### src/rtl/core/spf_pkg.sv
`default_nettype none
// ----------------------------------------------------------------------------
// spf_pkg: shared definitions for the servo packet framer
// Item kinds, protocol constants and the widths of the byte list that one
// input item expands to.
// ----------------------------------------------------------------------------
package spf_pkg;

  typedef enum logic {
    KIND_HEADER = 1'b0,
    KIND_PARAM  = 1'b1
  } kind_t;

  localparam logic [7:0] SyncByte   = 8'hFF;
  localparam logic [7:0] BareLen    = 8'd2;
  localparam logic [7:0] LenOffset  = 8'd3;

  // A header with an address and no parameters yields the most bytes.
  localparam int unsigned MaxResults = 7;
  localparam int unsigned CntW       = $clog2(MaxResults + 1);

  localparam int unsigned InDataW    = 48;

  typedef logic [MaxResults-1:0][7:0] byte_list_t;
  typedef logic [CntW-1:0]            byte_cnt_t;

endpackage : spf_pkg
`default_nettype wire

### src/rtl/core/servo_packet_framer.sv
`default_nettype none
// ----------------------------------------------------------------------------
// servo_packet_framer: servo-bus instruction packet framer
// Turns header and parameter items into the packet byte stream with checksum.
// ----------------------------------------------------------------------------
// Usage:
//   The input stream carries one item per transfer. tuser selects a header
//   (0) or a parameter byte (1). A header with an address expands to
//   FF FF ID LEN INST ADDR, plus CHK if it announces no parameters, a bare
//   header to FF FF ID 2 INST CHK. Parameter bytes pass through, and the
//   checksum byte, marked by tlast, follows the last announced parameter.
//   Parameter items outside a packet are dropped. The output stream carries
//   one packet byte per transfer. The first byte of an item is valid in the
//   cycle after its transfer. An item yields one byte for a plain parameter,
//   two for the final parameter, six or seven for a header and none for a
//   dropped parameter. These bytes leave one per cycle from a shift register
//   while the receiver is ready, and the next item is taken in the cycle the
//   last of them leaves, so parameter bytes stream at one per cycle.
//   Reset empties the byte buffer and clears the packet state (idle, sum zero).
//   When the receiver stalls, the buffered bytes hold and the input side
//   stops taking items until the final buffered byte leaves.
// ----------------------------------------------------------------------------
module servo_packet_framer (
  input  wire                        clk,
  input  wire                        rst,
  input  wire                        s_axis_tvalid,
  output logic                       s_axis_tready,
  // servo_id[7:0], instruction[15:8], address[23:16], param_count[31:24],
  // has_address[32], param_byte[40:33], zero fill[47:41]
  input  wire  [spf_pkg::InDataW-1:0] s_axis_tdata,
  // kind[0]
  input  wire                        s_axis_tuser,
  output logic                       m_axis_tvalid,
  input  wire                        m_axis_tready,
  // out_byte[7:0]
  output logic [7:0]                 m_axis_tdata,
  output logic                       m_axis_tlast
);
  import spf_pkg::*;

  // Packet state
  logic [7:0] running_sum, running_sum_next;
  logic [7:0] bytes_remaining, bytes_remaining_next;
  logic       in_packet, in_packet_next;

  // Output byte list, element 0 is the byte on the bus
  byte_list_t             obuf, ld_bytes;
  logic [MaxResults-1:0]  olast, ld_last;
  byte_cnt_t              ocnt, ld_cnt;

  logic       in_xfer, out_xfer;
  kind_t      in_kind;
  logic [7:0] servo_id, instruction, address, param_count, param_byte;
  logic       has_address;
  logic [7:0] len, hdr_sum, param_sum, rem_dec;

  assign servo_id    = s_axis_tdata[7:0];
  assign instruction = s_axis_tdata[15:8];
  assign address     = s_axis_tdata[23:16];
  assign param_count = s_axis_tdata[31:24];
  assign has_address = s_axis_tdata[32];
  assign param_byte  = s_axis_tdata[40:33];
  assign in_kind     = kind_t'(s_axis_tuser);

  assign m_axis_tvalid = (ocnt != '0);
  assign m_axis_tdata  = obuf[0];
  assign m_axis_tlast  = olast[0];
  assign out_xfer      = m_axis_tvalid & m_axis_tready;

  // Take a new item when the buffer is empty or its final byte leaves now.
  assign s_axis_tready = (ocnt == '0) || ((ocnt == byte_cnt_t'(1)) && m_axis_tready);
  assign in_xfer       = s_axis_tvalid & s_axis_tready;

  assign len       = has_address ? 8'(param_count + LenOffset) : BareLen;
  assign hdr_sum   = has_address ? 8'(servo_id + len + instruction + address)
                                 : 8'(servo_id + len + instruction);
  assign param_sum = 8'(running_sum + param_byte);
  assign rem_dec   = 8'(bytes_remaining - 8'd1);

  always_comb begin
    ld_bytes             = '0;
    ld_last              = '0;
    ld_cnt               = '0;
    running_sum_next     = running_sum;
    bytes_remaining_next = bytes_remaining;
    in_packet_next       = in_packet;
    unique case (in_kind)
      KIND_HEADER: begin
        ld_bytes[0] = SyncByte;
        ld_bytes[1] = SyncByte;
        ld_bytes[2] = servo_id;
        ld_bytes[3] = len;
        ld_bytes[4] = instruction;
        if (has_address) begin
          ld_bytes[5] = address;
          if (param_count == 8'd0) begin
            ld_bytes[6]          = ~hdr_sum;
            ld_last[6]           = 1'b1;
            ld_cnt               = byte_cnt_t'(7);
            running_sum_next     = '0;
            bytes_remaining_next = '0;
            in_packet_next       = 1'b0;
          end else begin
            ld_cnt               = byte_cnt_t'(6);
            running_sum_next     = hdr_sum;
            bytes_remaining_next = param_count;
            in_packet_next       = 1'b1;
          end
        end else begin
          // A bare instruction packet closes at once.
          ld_bytes[5]          = ~hdr_sum;
          ld_last[5]           = 1'b1;
          ld_cnt               = byte_cnt_t'(6);
          running_sum_next     = '0;
          bytes_remaining_next = '0;
          in_packet_next       = 1'b0;
        end
      end
      KIND_PARAM: begin
        if (in_packet) begin
          ld_bytes[0] = param_byte;
          if (rem_dec == 8'd0) begin
            ld_bytes[1]          = ~param_sum;
            ld_last[1]           = 1'b1;
            ld_cnt               = byte_cnt_t'(2);
            running_sum_next     = '0;
            bytes_remaining_next = '0;
            in_packet_next       = 1'b0;
          end else begin
            ld_cnt               = byte_cnt_t'(1);
            running_sum_next     = param_sum;
            bytes_remaining_next = rem_dec;
          end
        end
      end
      default: ;
    endcase
  end

  always_ff @(posedge clk) begin
    if (rst) begin
      running_sum     <= '0;
      bytes_remaining <= '0;
      in_packet       <= 1'b0;
      ocnt            <= '0;
      olast           <= '0;
    end else begin
      if (in_xfer) begin
        running_sum     <= running_sum_next;
        bytes_remaining <= bytes_remaining_next;
        in_packet       <= in_packet_next;
        ocnt            <= ld_cnt;
        olast           <= ld_last;
      end else if (out_xfer) begin
        ocnt  <= ocnt - byte_cnt_t'(1);
        olast <= olast >> 1;
      end
    end
  end

  always_ff @(posedge clk) begin
    if (in_xfer) begin
      obuf <= ld_bytes;
    end else if (out_xfer) begin
      obuf <= obuf >> 8;
    end
  end

  // The buffer never holds more than one item's bytes.
  assert property (@(posedge clk) disable iff (rst) ocnt <= byte_cnt_t'(MaxResults))
    else $error("byte count beyond list size");

  // The checksum byte is always the final byte of a list.
  assert property (@(posedge clk) disable iff (rst)
    (m_axis_tvalid && m_axis_tlast) |-> (ocnt == byte_cnt_t'(1)))
    else $error("checksum byte not at end of list");

  // An open packet always expects at least one more parameter byte.
  assert property (@(posedge clk) disable iff (rst) in_packet |-> (bytes_remaining != 8'd0))
    else $error("open packet with nothing remaining");

  // A transfer on the input side only happens when the buffer is empty or its final byte leaves in the same cycle.
  assert property (@(posedge clk) disable iff (rst)
    in_xfer |-> ((ocnt == '0) || (ocnt == byte_cnt_t'(1) && out_xfer)))
    else $error("item taken while bytes still pending");

endmodule : servo_packet_framer
`default_nettype wire

### config.mk
export PLATFORM = sky130hd
export DESIGN_NAME = servo_packet_framer
export DESIGN_NICKNAME = d
export VERILOG_FILES = /design/src/rtl/core/spf_pkg.sv /design/src/rtl/core/servo_packet_framer.sv
export SDC_FILE = /design/constraint.sdc
export NUM_CORES = 1
export LEC_CHECK = 0
export ABC_AREA = 1
export BUFFER_PORTS_ARGS = -buffer_cell sky130_fd_sc_hd__clkbuf_2
export CORE_MARGIN = 2
export CORE_UTILIZATION = 45
export DETAILED_ROUTE_END_ITERATION = 6
export GPL_TIMING_DRIVEN = 1
export PLACE_DENSITY = 0.67
export SLEW_MARGIN = 20
export SYNTH_ARGS = -nofsm -noshare
export SYNTH_HDL_FRONTEND = slang
export SYNTH_SLANG_ARGS = --single-unit
### constraint.sdc
create_clock -name clk -period 3.51 [get_ports clk]
set_input_delay 0.1755 -clock clk [delete_from_list [all_inputs] [get_ports clk]]
set_output_delay 0.1755 -clock clk [all_outputs]
set_load 0.01 [all_outputs]
### Word level (Yosys, flattened, before mapping)

Index checks and enable logic that the tools add are counted.

| storage, ports and cells | value |
|---|---|
| register bits after elaboration | 83 |
| input port bits | 53 |
| output and inout port bits | 11 |
| logic and storage cells | 78 |

| cells by class | value |
|---|---|
| add/sub/neg operators | 7 |
| eq/ne operators | 2 |
| muxes and demuxes | 42 |
| bitwise gates (word level) | 5 |
| reductions and logical operators | 9 |

Operators by type and width:

| operator | count |
|---|---|
| $mux W56 | 2 |
| $mux W8 | 14 |
| $mux W40 | 1 |
| $add A8 B8 Y8 | 4 |
| $pmux W16 S2 | 1 |
| $pmux W8 S2 | 2 |
| $logic_not A8 Y1 | 2 |
| $mux W16 | 1 |
| $not A8 Y8 | 2 |
| $mux W7 | 2 |
| $mux W1 | 11 |
| $mux W3 | 3 |
| $add A8 B2 Y8 const B | 1 |
| $sub A8 B1 Y8 const B | 1 |
| $mux W2 | 3 |
| $pmux W3 S2 | 1 |
| $eq A3 B1 Y1 const B | 1 |
| $logic_not A3 Y1 | 1 |
| $reduce_bool A3 Y1 | 1 |
| $sub A3 B1 Y3 const B | 1 |
| $and A1 B1 Y1 | 2 |
| $ne A2 B1 Y1 const B | 1 |
| $pmux W1 S2 | 1 |
| $reduce_and A2 Y1 | 1 |
| 5 further kinds | 5 |

### Logic depth before layout (Yosys ltp)

Gate-level depths: netlist of run 1.

| logic depth | value |
|---|---|
| depth after elaboration | 11 |
| gate-level depth with buffers | 26 |

### Worst setup path after synthesis of run 1

Ideal clock, no wire load.

| timing path | value |
|---|---|
| kind | input to register |
| start | in s_axis_tdata[32] in the netlist's numbering |
| end | reg running_sum[5] |
| arrival time | 3430 ps |
| path slack | -28 ps |
| stages | 22 |
| cells stage by stage | buf_2 clkbuf_1 o21ai_0 a21oi_1 fa_1 ha_1 a21oi_1 nand2_1 or2_2 nand2_1 inv_1 ha_1 nand2_1 or2_2 nand3_1 nand2_1 nand2_1 nand2_1 nand3_1 nand3_1 nand2_1 inv_1 |

| between the ends | value |
|---|---|
| cells in the longest elaborated chain, start to end | 8 |

Ends and longest elaborated chain:

| element | line | RTL |
|---|---|---|
| start: declaration | servo_packet_framer.sv:30 | `input wire [spf_pkg::InDataW-1:0] s_axis_tdata,` |
| $mux W8 | servo_packet_framer.sv:74 | `assign len = has_address ? 8'(param_count + LenOffset) : BareLen;` |
| $add A8 B8 Y8 (2 in a row) | servo_packet_framer.sv:75, servo_packet_framer.sv:76 |  |
| $add A8 B8 Y8 | servo_packet_framer.sv:75 | `assign hdr_sum = has_address ? 8'(servo_id + len + instruction + address)` |
| $mux W8 | servo_packet_framer.sv:75 |  |
| $mux W8 | servo_packet_framer.sv:96 | `if (param_count == 8'd0) begin` |
| $mux W8 (*) | servo_packet_framer.sv:94 | `if (has_address) begin` |
| $pmux W8 S2 (*) | servo_packet_framer.sv:87 | `unique case (in_kind)` |
| end signal: assignment | servo_packet_framer.sv:149 | `running_sum <= running_sum_next;` |
| end: declaration | servo_packet_framer.sv:42 | `logic [7:0] running_sum, running_sum_next;` |

Mark *: on every way between the ends. The rest lies on a longest branch, timed or not.
A chain may end at the register's enable or synchronous reset.

### Worst setup path after layout of run 1

| timing path | value |
|---|---|
| start | in s_axis_tdata[24] in the netlist's numbering |
| end | reg running_sum[6] |

| between the ends | value |
|---|---|
| cells in the longest elaborated chain, start to end | 9 |

Ends and longest elaborated chain:

| element | line |
|---|---|
| $add A8 B2 Y8 | servo_packet_framer.sv:74 |
| $mux W8 | servo_packet_framer.sv:74 |
| $add A8 B8 Y8 (2 in a row) | servo_packet_framer.sv:75, servo_packet_framer.sv:76 |
| $add A8 B8 Y8 | servo_packet_framer.sv:75 |
| $mux W8 | servo_packet_framer.sv:75 |
| $mux W8 (*) | servo_packet_framer.sv:96 |
| $mux W8 (*) | servo_packet_framer.sv:94 |
| $pmux W8 S2 (*) | servo_packet_framer.sv:87 |

Marks and branches as above.

==> results of run 1 <==
## power breakdown
part | leakage (nW) | switching (mW) | internal [mW]
logic | 1.93 | 1.43 | 0.899
registers | 0.779 | 0.153 | 1.68
clock network | 0.145 | 0.396 | 0.524
## repair_timing
item | in CTS | in global routing
pin swaps | 0 | 8
resized for setup | 1 | 21
endpoints found under the hold margin | 0 | 0
endpoints found under the setup margin | 3 | 5
## cells in the final DEF (no fill, tap or decap), types with 25 or more instances in the layout
cell and count:
a21oi_1 54, buf_4 32, clkbuf_2 57, dfxtp_1 27
edfxtp_1 56, inv_1 64, nand2_1 139, nand3_1 38
nor2_1 25, o21ai_0 32
## worst max path at each step
stage / to / slack (ps) / cells after the start / from
3_3_place_gp: running_sum[6] / -270 / 22 / s_axis_tdata[24]
6_report: running_sum[6] / 160 / 23 / s_axis_tdata[24]
4_1_cts: running_sum[7] / 40 / 23 / s_axis_tdata[24]
5_1_grt: running_sum[6] / -20 / 23 / s_axis_tdata[24]
2_1_floorplan: obuf[55] / 70 / 19 / s_axis_tdata[32]
3_5_place_dp: running_sum[7] / -390 / 22 / s_axis_tdata[24]
## registers in the layout, summed over array words and instances, names as in the netlist
| register | cells |
|---|---|
| ocnt | 3 |
| in_packet | 1 |
| bytes_remaining | 8 |
| m_axis_tdata | 8 |
| running_sum | 8 |
| olast | 7 |
| obuf | 48 |
## synthesized netlist by cell type (all sizes together) (5+ instances only)
library cell	n
buf	21
xor2	5
nand3	42
dfxtp	27
clkbuf	6
edfxtp	56
nand2	144
xnor2	5
nand4	10
nor2	37
fa	10
a21oi	58
o21ai	41
a221o	8
ha	26
a22o	20
nor3	6
inv	76
## kinds of logic (layout without fill, tap and decap cells)
family / after synthesis / after routing / synth area share, %
AOI/OAI and AO/OA: 148 / 148 / 17.57
xor gates and xnor gates: 10 / 10 / 1.655
adders and majority gates: 36 / 36 / 9.929
buffers and inverters: 104 / 181 / 8.321
DFF: 83 / 83 / 41.99
and+or+nand+nor: 244 / 244 / 20.54
## metal layers
metal / up-vias / share of wire [%]
met5: - / 0
met1: 2210 / 44
met2: 146 / 49
met4: 0 / 1.7
li1: 2292 / -
met3: 20 / 4.9
## through the flow
step | hold slack, ps | setup TNS, ps
floorplan | 244.6 | 0
global placement | 445.9 | -1161
detailed placement | 448.4 | -1849
CTS | 79.08 | 0
global route | 91.36 | -32.44
finish | 93.65 | 0
## worst reg2reg max path, cell delays in order (launching register included)
cell and delay, ps:
dfxtp_1 330, inv_1 110, ha_1 170, nand2_2 110, nand2_2 120, nand2_4 170
nor2_4 420, nor2_4 120, inv_2 370, o21ai_0 200, o21a_1 220
## area by class of cell
cell class	count	area, sq um
Fill cell	1046	5221
Timing Repair Buffer	88	520.5
Sequential cell	83	2222
Clock inverter	4	22.52
Tap cell	143	178.9
Clock buffer	12	259.0
Inverter	77	289.0
Multi-Input combinational cell	438	2754
==> results.toml, run 1 <==
[worst_setup_path]
reg2reg_slack_ps = 1070
path_class = "primary input to register"
timing.rr.start = "ocnt[0]"
required_ps = 3750
arrival_ps = 3590
critPathCaptureType = "register"
reg2regPathDepth = 10
crit_path_frequent_cell = "nand2_1"
worstReg2RegEnd = "bytes_remaining[0]"
max_stage_delay_ps = 600
critical-path-top-delay-family = "adder cells"
cp_slowest_cell = "fa_1"
cp-start-kind = "primary input"
cp_max_fo = 5
worstPathCellList = "clkbuf_2 -> inv_1 -> ha_1 -> nor2_2 -> inv_2 -> nor2_4 -> nor3_4 -> fa_1 -> ha_4 -> nand2_1 -> nand2_1 -> o21bai_1 -> xor2_1 -> inv_1 -> ha_4 -> nand2_1 -> or2_2 -> nand4_1 -> nand3_2 -> nand3_2 -> nand3_1 -> nand2_1 -> inv_1"
cp.buffers_inverters = 5

[place]
dp_hpwl_um = 10290
gp_congestion = 0.9651
place_area_sq_um = 5841
port_buffers = 56
dp.cells = 829
dp_worst_setup_slack_ps = -393.7

[cts]
clk_latency_ps = 340
cts_max_level = 3
cts_hold_buf = 0
cts-root-buf = "clkbuf_16"
clkSinkCount = 83
cts_buffers = 9
cts_setup_buffers = 0
cts_buffer_depth = 2
path_clk_slew_ps = 70
tritoncts = "done"

[global_route]
grt_max_degree = 42
top_usage_layer = "met2"
use_met1_pct = 30.27
met2_usage_pct = 36.10
grt_overflow_total = 0
grt_pass1_wl_um = 22220
grt_pass1_vias = 4469
antenna_found_initial = 0
grt_usage_pct = 22.19
grt_use_met3_pct = 3.564

[finish]
nets = 786
layout-drive-gt1-share_pct = 22.36
syn2layout_area_growth_pct = 18.01
final_area_sq_um = 6246
stdcell_count = 845
utilization_pct = 54.47
diodes = 0

[power]
peakVddDrop_mv = 0.4608
power_mw = 5.081
powerDensity_nw_per_um2 = 813.4
p_leak_nw = 2.858

[die]
pin_count = 64
rows = 39
die_area_sq_um = 12650
die_x_um = 112.5
initial_core_util_pct = 46.15
die-height_um = 112.5
core-area_sq_um = 11470

[synthesis]
ys_warn_count = 0
synth_top_area_cell = "edfxtp_1"
synthesis.nets = 714
synth_edf_count = 56
synth_ff_type = "edfxtp_1"
synth_cells = 625
synth_area_sq_um = 5293
yosys.area.top_type_share_pct = 31.77
synthArstFlopShare_pct = 0
ys_ff_latch = 83
synth_area_leaders = "edfxtp_1, dfxtp_1, nand2_1"
ys_seq_area_share_pct = 41.99
avgSynthCellArea_sq_um = 8.468
ys_types = 40

[sta]
finClkSkew_ps = 8.632
tightest_slew_ps = 473.2
min_period_ps = 3350
finalCritPeriodShare_pct = 95.44
hold_viol = 0
final.setup.worst_slack_ps = 160.2
fmax_ghz = 0.2985
maxSlewViolCount = 0
relSlewSlack_pct = 68.45
setup_viol = 0

[flow_run]
max_cap_viol_count = 0

[drt]
dr.first_iter.drc_count = 422
post_drt_wl_per_cell_um = 16.52
drc_errors = 0
drt_wl_total_um = 13960
vias = 4668
ant_nets = 0
vias_per_cell = 5.524
drtPass1Iterations = 5

[hold_path]
hold_end = "olast[6]"
hold_start = "rst"
hold_path.class = "primary input to register"
holdPathStages = 2

[outcome]
outcome = "finished clean"
No activity file was read; power rests on OpenSTA's default activity.
==> inputs of run 2 (changes only) <==
--- a/config.mk
+++ b/config.mk
@@ -6,13 +6,15 @@
 export NUM_CORES = 1
 export LEC_CHECK = 0
 export ABC_AREA = 1
+export ABC_CLOCK_PERIOD_IN_PS = 3510
 export BUFFER_PORTS_ARGS = -buffer_cell sky130_fd_sc_hd__clkbuf_2
+export CORE_ASPECT_RATIO = 1.2
 export CORE_MARGIN = 2
 export CORE_UTILIZATION = 45
 export DETAILED_ROUTE_END_ITERATION = 6
 export GPL_TIMING_DRIVEN = 1
 export PLACE_DENSITY = 0.67
-export SLEW_MARGIN = 20
+export SLEW_MARGIN = 10
 export SYNTH_ARGS = -nofsm -noshare
 export SYNTH_HDL_FRONTEND = slang
 export SYNTH_SLANG_ARGS = --single-unit
==> results.toml, run 2 (synthesized netlist as in run 1, its figures left out) <==
[outcome]
outcome = "finished clean"

[sta]
finalCritPeriodShare_pct = 94.31
fmax_ghz = 0.3021
hold-worst-slack_ps = 105.3
finClkSkew_ps = 9.189
tightest_slew_ps = 574.9
setup_viol = 0
hold_viol = 0
maxSlewViolCount = 0
relSlewSlack_pct = 61.54
min_period_ps = 3310

[drt]
post_drt_wl_per_cell_um = 16.02
ant_nets = 0
vias = 4725
drtPass1Iterations = 5
dr.first_iter.drc_count = 323
drc_errors = 0
drt_wl_total_um = 13810
vias_per_cell = 5.481

[worst_setup_path]
critPathCaptureType = "register"
worstPathCellList = "clkbuf_2 -> inv_1 -> ha_2 -> nor2_2 -> inv_1 -> nor2_2 -> nor3_4 -> fa_1 -> ha_4 -> nand2_1 -> nand2_1 -> o21bai_1 -> xor2_1 -> inv_1 -> ha_4 -> nand2_1 -> or2_2 -> nand4_1 -> nand3_1 -> nand3_1 -> nand3_1 -> nand2_1 -> inv_1"
critical-path-top-delay-family = "simple AND/OR/NAND/NOR gates"
required_ps = 3740
cp.buffers_inverters = 5
arrival_ps = 3540
cp_slowest_cell = "fa_1"
path_class = "primary input to register"
cp-start-kind = "primary input"
max_stage_delay_ps = 490
cp_max_fo = 5

[place]
port_buffers = 56
dp.cells = 846
dp_hpwl_um = 10310
place_area_sq_um = 5893
gp_congestion = 1.027

[finish]
syn2layout_area_growth_pct = 19.17
diodes = 0
layout-drive-gt1-share_pct = 22.70
layout_commonest_cell = "nand2_1"
stdcell_count = 862
layout_common_cells = "nand2_1, inv_1, clkbuf_2, edfxtp_1, a21oi_1"
final_area_sq_um = 6307
top_register = "obuf"
nets = 789
largest_reg_flops = 48
utilization_pct = 54.78

[cts]
cts_max_level = 3
cts_buffer_depth = 2
cts_hold_buf = 0
cts-root-buf = "clkbuf_16"
tritoncts = "done"
cts_setup_buffers = 0
clkSinkCount = 83
clk_latency_ps = 340
cts_buffers = 9
path_clk_slew_ps = 60

[global_route]
grt_pass1_wl_um = 22000
grt_usage_pct = 22.64
antenna_found_initial = 0
grt_max_degree = 32
grt_overflow_total = 0
grt_pass1_vias = 4528

[power]
peakVddDrop_mv = 0.3758
p_leak_nw = 2.866
powerDensity_nw_per_um2 = 805.1

[die]
initial_core_util_pct = 45.97
die-height_um = 122.8
die_x_um = 103
rows = 43
core-area_sq_um = 11510
die_area_sq_um = 12650
pin_count = 64

[flow_run]
max_cap_viol_count = 0

[hold_path]
hold_path.class = "primary input to register"
## run 2: changes by cell type in the layout (fill, tap and decap cells not counted), sizes merged
cell,before,now
clkbuf,68,71
buf,32,35
clkinv,3,2
inv,78,76
## run 2: worst register-to-register path, stage by stage (launching register included)
cell and delay, ps:
dfxtp_1 320, inv_1 100, ha_1 180, nand2_2 110, nand2_2 120, nand2_4 240
nor2_4 480, nor2_4 120, inv_2 350, o21ai_0 180, o21a_1 210
## run 2: worst paths after layout
check	from	endpoint	slack, ps	depth (start not counted)
hold reg to reg	olast[3]	olast[3]	470	2
setup reg to reg	ocnt[0]	bytes_remaining[0]	1000	10
setup / recovery	s_axis_tdata[24]	running_sum[6]	200	23
hold / removal	rst	olast[1]	110	2
## run 2: through the flow
step	total power [mW]	TNS (ps)	worst slack, ps
finish	5.078	0	199.8
global route	5.435	-73.64	-30.59
CTS	5.024	0	58.86
detailed placement	4.101	-1939	-376.1
floorplan	3.492	0	66.71
global placement	4.026	-1270	-247.4
## run 2: what timing repair did
item	CTS	global route
gates resized for setup	1	22
cloned	0	0
pin swaps	0	5
endpoints found under the hold margin	0	0
endpoints found under the setup margin	4	6
## run 2: report_power, final
part | internal [mW] | switching, mW | leakage [nW]
logic | 0.923 | 1.42 | 1.95
clock network | 0.529 | 0.381 | 0.138
registers | 1.67 | 0.151 | 0.779
total | 3.13 | 1.95 | 2.87
## run 2: final cells by class
| cell class | instances | area (sq um) |
|---|---|---|
| clock inverter | 1 | 8.758 |
| timing repair buffer | 91 | 555.5 |
| inverter | 77 | 289.0 |
| sequential | 83 | 2222 |
| fill | 1070 | 5206 |
| tap | 157 | 196.4 |
| clock buffer | 15 | 271.5 |
| multi-input combinational | 438 | 2764 |
## run 2: per-layer routing
metal	track usage, %	up-vias	wire (um)	part of all wire [%]
met5	0	-	0	0
met4	7.319	0	316	2.3
met3	4.613	23	704	5.1
met2	38.76	144	6980	51
met1	28.44	2265	5812	42
li1	-	2293	-	-
